### src/hdl/clfs_pkg.sv
// Package for the lenient CSV field splitter.
// Holds the result kinds, register indexes, character constants and shared structs.
// Depends on nothing.
package clfs_pkg;

    typedef enum logic [1:0] {
        KIND_CONTENT    = 2'd0,
        KIND_FIELD_END  = 2'd1,
        KIND_RECORD_END = 2'd2
    } kind_t;

    localparam logic [1:0] REG_FIELD_DELIMITER = 2'd0;
    localparam logic [1:0] REG_QUOTE_CHARACTER = 2'd1;
    localparam logic [1:0] REG_CRLF_MODE       = 2'd2;

    localparam logic [7:0] CHAR_LF = 8'd10;
    localparam logic [7:0] CHAR_CR = 8'd13;

    localparam logic [7:0] RESET_DELIMITER = 8'd44;
    localparam logic [7:0] RESET_QUOTE     = 8'd34;

    localparam int RESULT_DEPTH = 4;
    localparam int RESULT_PTR_W = 2;

    typedef struct packed {
        logic [7:0] field_delimiter;
        logic [7:0] quote_character;
        logic       crlf_mode;
    } cfg_t;

    typedef struct packed {
        logic inside_quotes;
        logic at_field_start;
        logic quote_pending;
        logic cr_pending;
    } parse_state_t;

    typedef struct packed {
        kind_t      kind;
        logic [7:0] data;
        logic       last;
    } result_t;

    typedef struct packed {
        logic [1:0]   count;
        result_t      res0;
        result_t      res1;
        parse_state_t next_state;
    } step_t;

endpackage

### src/hdl/clfs_step.sv
// Combinational parse step of the lenient CSV field splitter.
// Maps one byte and the current parser flags to up to two results and the next flags.
// Depends on clfs_pkg.
module clfs_step (
    input  clfs_pkg::cfg_t         cfg,
    input  clfs_pkg::parse_state_t state,
    input  logic [7:0]             in_byte,
    output clfs_pkg::step_t        step
);
    import clfs_pkg::*;

    parse_state_t n;
    result_t      res [2];
    logic [1:0]   cnt;
    logic         done;

    always_comb begin
        n      = state;
        cnt    = 2'd0;
        done   = 1'b0;
        res[0] = '{kind: KIND_CONTENT, data: 8'd0, last: 1'b0};
        res[1] = '{kind: KIND_CONTENT, data: 8'd0, last: 1'b0};

        if (state.cr_pending) begin
            n.cr_pending = 1'b0;
            if (cfg.crlf_mode && in_byte == CHAR_LF) begin
                res[cnt[0]] = '{kind: KIND_RECORD_END, data: 8'd0, last: 1'b0};
                cnt = cnt + 2'd1;
                n.at_field_start = 1'b1;
                done = 1'b1;
            end else begin
                res[cnt[0]] = '{kind: KIND_CONTENT, data: CHAR_CR, last: 1'b0};
                cnt = cnt + 2'd1;
            end
        end

        if (!done && state.quote_pending) begin
            n.quote_pending = 1'b0;
            if (in_byte == cfg.quote_character) begin
                res[cnt[0]] = '{kind: KIND_CONTENT, data: in_byte, last: 1'b0};
                cnt = cnt + 2'd1;
                done = 1'b1;
            end else begin
                n.inside_quotes  = 1'b0;
                n.at_field_start = 1'b0;
            end
        end

        if (!done) begin
            if (n.inside_quotes) begin
                if (in_byte == cfg.quote_character) begin
                    n.quote_pending = 1'b1;
                end else begin
                    res[cnt[0]] = '{kind: KIND_CONTENT, data: in_byte, last: 1'b0};
                    cnt = cnt + 2'd1;
                end
            end else if (in_byte == CHAR_LF) begin
                res[cnt[0]] = '{kind: KIND_RECORD_END, data: 8'd0, last: 1'b0};
                cnt = cnt + 2'd1;
                n.at_field_start = 1'b1;
            end else if (in_byte == cfg.field_delimiter) begin
                res[cnt[0]] = '{kind: KIND_FIELD_END, data: 8'd0, last: 1'b0};
                cnt = cnt + 2'd1;
                n.at_field_start = 1'b1;
            end else if (in_byte == cfg.quote_character && n.at_field_start) begin
                n.inside_quotes  = 1'b1;
                n.at_field_start = 1'b0;
            end else if (in_byte == CHAR_CR && cfg.crlf_mode) begin
                n.cr_pending     = 1'b1;
                n.at_field_start = 1'b0;
            end else begin
                res[cnt[0]] = '{kind: KIND_CONTENT, data: in_byte, last: 1'b0};
                cnt = cnt + 2'd1;
                n.at_field_start = 1'b0;
            end
        end

        res[0].last = (cnt == 2'd1);
        res[1].last = 1'b1;

        step.count      = cnt;
        step.res0       = res[0];
        step.res1       = res[1];
        step.next_state = n;
    end

endmodule

### src/hdl/csv_lenient_field_splitter_unit.sv
// Top level of the lenient CSV field splitter: handshakes, configuration registers,
// parser flags and a four-entry result queue.
// Depends on clfs_pkg and clfs_step.
//
// The unit takes one CSV byte per transfer and returns content bytes, end-of-field and
// end-of-record markers; m_last marks the final result caused by each input byte. A byte
// is taken in every cycle while the result queue has room for two results, so the
// sustained rate is one byte per clock; a byte that yields two results (a held carriage
// return released as content) is absorbed by the queue. The first result of a byte can be
// taken in the cycle after its transfer. Configuration writes are always accepted and should
// be made only while the unit is idle.
module csv_lenient_field_splitter_unit (
    input  logic       aclk,
    input  logic       aresetn,
    input  logic       s_valid,
    output logic       s_ready,
    input  logic [7:0] s_in_byte,
    output logic       m_valid,
    input  logic       m_ready,
    output logic [1:0] m_kind,
    output logic [7:0] m_out_byte,
    output logic       m_last,
    input  logic       cfg_valid,
    output logic       cfg_ready,
    input  logic [1:0] cfg_index,
    input  logic [7:0] cfg_data
);
    import clfs_pkg::*;

    cfg_t                    cfg_reg;
    parse_state_t            state_reg;
    step_t                   step;
    result_t                 queue_reg [RESULT_DEPTH];
    logic [RESULT_PTR_W-1:0] wr_ptr_reg;
    logic [RESULT_PTR_W-1:0] rd_ptr_reg;
    logic [RESULT_PTR_W:0]   count_reg;
    logic [RESULT_PTR_W:0]   count_next;
    logic                    in_xfer;
    logic                    out_xfer;
    logic [1:0]              push_cnt;

    clfs_step u_step (
        .cfg     (cfg_reg),
        .state   (state_reg),
        .in_byte (s_in_byte),
        .step    (step)
    );

    assign cfg_ready = 1'b1;
    assign s_ready   = (count_reg <= (RESULT_PTR_W + 1)'(RESULT_DEPTH - 2));
    assign m_valid   = (count_reg != '0);
    assign in_xfer   = s_valid && s_ready;
    assign out_xfer  = m_valid && m_ready;
    assign push_cnt  = in_xfer ? step.count : 2'd0;

    assign m_kind     = queue_reg[rd_ptr_reg].kind;
    assign m_out_byte = queue_reg[rd_ptr_reg].data;
    assign m_last     = queue_reg[rd_ptr_reg].last;

    always_comb begin
        count_next = count_reg + {{(RESULT_PTR_W - 1){1'b0}}, push_cnt}
                   - {{RESULT_PTR_W{1'b0}}, out_xfer};
    end

    always_ff @(posedge aclk) begin
        if (!aresetn) begin
            cfg_reg.field_delimiter <= RESET_DELIMITER;
            cfg_reg.quote_character <= RESET_QUOTE;
            cfg_reg.crlf_mode       <= 1'b0;
        end else if (cfg_valid && cfg_ready) begin
            case (cfg_index)
                REG_FIELD_DELIMITER: cfg_reg.field_delimiter <= cfg_data;
                REG_QUOTE_CHARACTER: cfg_reg.quote_character <= cfg_data;
                REG_CRLF_MODE:       cfg_reg.crlf_mode       <= cfg_data[0];
                default:             ;
            endcase
        end
    end

    always_ff @(posedge aclk) begin
        if (!aresetn) begin
            state_reg <= '{inside_quotes: 1'b0, at_field_start: 1'b1,
                           quote_pending: 1'b0, cr_pending: 1'b0};
        end else if (in_xfer) begin
            state_reg <= step.next_state;
        end
    end

    always_ff @(posedge aclk) begin
        if (!aresetn) begin
            wr_ptr_reg <= '0;
            rd_ptr_reg <= '0;
            count_reg  <= '0;
        end else begin
            wr_ptr_reg <= wr_ptr_reg + RESULT_PTR_W'(push_cnt);
            if (out_xfer) begin
                rd_ptr_reg <= rd_ptr_reg + 1'b1;
            end
            count_reg <= count_next;
        end
    end

    always_ff @(posedge aclk) begin
        if (push_cnt != 2'd0) begin
            queue_reg[wr_ptr_reg] <= step.res0;
        end
        if (push_cnt == 2'd2) begin
            queue_reg[wr_ptr_reg + 1'b1] <= step.res1;
        end
    end

    a_count_bound: assert property (@(posedge aclk) disable iff (!aresetn)
        count_reg <= (RESULT_PTR_W + 1)'(RESULT_DEPTH))
        else $error("result queue overflow");

    a_result_shows: assert property (@(posedge aclk) disable iff (!aresetn)
        (in_xfer && step.count != 2'd0) |=> m_valid)
        else $error("accepted byte produced no visible result");

    a_quote_inside: assert property (@(posedge aclk) disable iff (!aresetn)
        state_reg.quote_pending |-> state_reg.inside_quotes)
        else $error("pending quote outside quoted mode");

    a_single_pending: assert property (@(posedge aclk) disable iff (!aresetn)
        !(state_reg.quote_pending && state_reg.cr_pending))
        else $error("quote and carriage return pending together");

    a_ptr_track: assert property (@(posedge aclk) disable iff (!aresetn)
        (count_reg == '0) |-> (wr_ptr_reg == rd_ptr_reg))
        else $error("queue pointers disagree with empty count");

endmodule

### config.mk
export PLATFORM = sky130hd
export DESIGN_NAME = csv_lenient_field_splitter_unit
export DESIGN_NICKNAME = d
export VERILOG_FILES = /design/src/hdl/clfs_pkg.sv /design/src/hdl/clfs_step.sv /design/src/hdl/csv_lenient_field_splitter_unit.sv
export SDC_FILE = /design/constraint.sdc
export NUM_CORES = 1
export LEC_CHECK = 0
export BUFFER_PORTS_ARGS = -buffer_cell sky130_fd_sc_hd__buf_2
export CAP_MARGIN = 20
export CORE_ASPECT_RATIO = 1.4
export CORE_MARGIN = 3
export CORE_UTILIZATION = 60
export CTS_CLUSTER_SIZE = 40
export DETAILED_ROUTE_END_ITERATION = 16
export PLACE_DENSITY = 0.8
export SLEW_MARGIN = 20
export SYNTH_ARGS = -nofsm -noshare
export SYNTH_HDL_FRONTEND = slang
export SYNTH_SLANG_ARGS = --single-unit
### constraint.sdc
create_clock -name aclk -period 6.2 [get_ports aclk]
set_clock_uncertainty 0.05 [all_clocks]
set_input_delay 1.24 -clock aclk [delete_from_list [all_inputs] [get_ports aclk]]
set_output_delay 1.24 -clock aclk [all_outputs]
set_load 0.01 [all_outputs]
==> flow_summary.json <==
{
  "wl_per_cell_um": 19.1,
  "firstDrtPassIters": 5,
  "synth.most_common_cell": "edfxtp_1",
  "yosys-top-cells-area": "edfxtp_1, dfxtp_1, mux4_2, mux2i_1, a21boi_1",
  "initial_core_util": 0.631,
  "slew_viol_final": 0,
  "synth_edf_count": 40,
  "syn_nets": 421,
  "antenna_found_initial": 0,
  "arrival_ps": 5050,
  "worstHoldStart": "queue_reg[2][0]",
  "yosysWarnings": 0,
  "yosysSeqAreaShare": 0.442,
  "grt-ovfl-total": 0,
  "die_area_sq_um": 8150,
  "r2r_slack_ps": 1920,
  "layout-drive-gt1-share": 0.207,
  "synth_seq_cells": 74,
  "routed_wl_um": 9780,
  "areaGrowthSynthToFinish_pct": 9.97,
  "vias_per_cell": 6.43,
  "cts_made_buffers": 9,
  "crit_fanout": 10,
  "cts_hold_buf": 0,
  "whs_path_depth": 2,
  "netlist_top_cells_count": "edfxtp_1, dfxtp_1, nand2_1, mux2i_1, a21boi_1",
  "cts_resized": 0,
  "setup_ws_ps": 1240,
  "final_antenna_net_count": 0,
  "grt_max_degree": 30,
  "vias": 3299,
  "hold_class": "reg -> reg",
  "hpwl_um": 7490,
  "post-place-ws_ps": 938,
  "rsz0062_at_grt": "false",
  "ir_worst_vdd_mv": 0.177,
  "power.density_nw_per_um2": 291,
  "post-route-min-period_ps": 4960,
  "yosysTopAreaCell": "edfxtp_1",
  "die_y_um": 106,
  "cap_violations": 0,
  "cts-root-buf": "clkbuf_8",
  "netlist_instances": 392,
  "antenna_cells": 0,
  "ys_async_sr_fraction": 0,
  "cts_tree": "yes",
  "setup-tns-final_ps": 0,
  "period_share": 0.800,
  "run_status": "completed",
  "path_class": "in -> reg",
  "clk_path_buf_depth": 2,
  "setup_viol": 0,
  "nFillCells": 555,
  "largest_reg_flops": 44,
  "num_rows": 35,
  "worst_pin_slew_ps": 1020,
  "avgSynthCellArea_sq_um": 10.8,
  "rr_worst_depth": 11,
  "ios": 37,
  "yosysUniqueCellTypes": 64,
  "synth_top_area_share": 0.282,
  "final_core_util": 0.694,
  "min_to": "queue_reg[2][0]",
  "cts.htree.levels": 3,
  "cp.required_ps": 6290,
  "grt_usage": 0.254,
  "port-buffer-count": 35,
  "finalNetCount": 445,
  "fp.dieW_um": 77.2,
  "synth_ff_type": "edfxtp_1",
  "core-area_sq_um": 6740,
  "timing.rr.start": "cfg_reg[3]",
  "end_kind": "flip-flop",
  "grt_pass1_wl_um": 16600,
  "timing.rr.end": "queue_reg[1][3]",
  "netlist_area_sq_um": 4250,
  "grt_pass1_vias": 3317,
  "max_freq_mhz": 202,
  "fin_hold_ws_ps": 446,
  "drc_errors": 0,
  "p_leak_nw": 1.67,
  "clk_latency_ps": 350,
  "relSlewSlack": 0.312,
  "cts_sinks": 74,
  "post-cts-setup-buffers": 0,
  "path_clk_slew_ps": 80,
  "place_congestion": 0.975,
  "hold_violations": 0,
  "drt_iter0_drc": 387,
  "cp-start-kind": "input port"
}
report_power, final:
part	switching, mW	total (mW)	leakage, nW	internal, mW
Sequential	0.0472	0.625	0.637	0.578
Clock	0.185	0.415	0.114	0.230
Combinational	0.163	0.322	0.918	0.159
Total	0.396	1.36	1.67	0.967
how the worst max path moves through the flow:
stage                            endpoint    startpoint
final                     queue_reg[1][3]  s_in_byte[2]
after global routing         count_reg[2]  s_in_byte[2]
after CTS                    count_reg[2]  s_in_byte[2]
after floorplan              count_reg[2]  s_in_byte[0]
after detailed placement     count_reg[2]  s_in_byte[2]
after global placement       count_reg[2]  s_in_byte[6]
critical path, stage by stage:
cell and delay (ps):
buf_2 170, xnor2_1 140, nand4_1 220, or2_1 400
inv_2 130, ha_1 250, mux2i_1 320, and2_1 440
o211ai_1 150, o32ai_1 830, a22oi_1 360, o32ai_1 390
placed cells by master (no fill, tap or decap), drive strengths merged, types with 11 or more instances in the layout:
master / Yosys / layout
a21boi: 17 / 17
and2: 15 / 15
buf: 17 / 40
dfxtp: 34 / 34
edfxtp: 40 / 40
inv: 13 / 15
mux2i: 18 / 18
mux4: 11 / 11
nand2: 23 / 23
nor2: 15 / 15
nor2b: 14 / 14
o21ai: 18 / 18
o32ai: 11 / 11
xnor2: 11 / 11
cell type report:
type	count	area, sq um	share of cell area
Multi-Input combinational cell	278	2190	0.469
Sequential cell	74	1880	0.402
Timing Repair Buffer	40	213	0.0455
Clock buffer	9	124	0.0265
Tap cell	92	115	0.0246
Clock inverter	7	100	0.0214
Inverter	13	48.8	0.0104
through the flow:
step | std cells | total power [mW] | instance area [sq um]
2_1_floorplan | 392 | 0.863 | 4250
3_3_place_gp | 497 | 0.949 | 4450
3_5_place_dp | 497 | 0.959 | 4450
4_1_cts | 513 | 1.37 | 4680
5_1_grt | 513 | 1.43 | 4680
6_report | 513 | 1.36 | 4680
cells by family (layout without fill, tap and decap cells):
group | Yosys count | after routing | synth area share
AND/OR/NAND/NOR | 112 | 112 | 0.144
AO/OA/AOI/OAI | 109 | 109 | 0.208
flip-flops | 74 | 74 | 0.442
buffers and inverters | 40 | 69 | 0.0415
multiplexers | 29 | 29 | 0.101
XOR/XNOR | 21 | 21 | 0.0432
adder cells (fa/ha/maj) | 6 | 6 | 0.0194
other | 1 | 1 | 0.000882
layer usage:
layer / track usage / vias up / part of all wire
met1: 0.309 / 1565 / 0.39
li1: - / 1539 / -
met2: 0.430 / 157 / 0.51
met4: 0.118 / 0 / 0.043
met3: 0.0513 / 38 / 0.061
met5: 0 / - / 0
No activity file was read; power rests on OpenSTA's default activity.
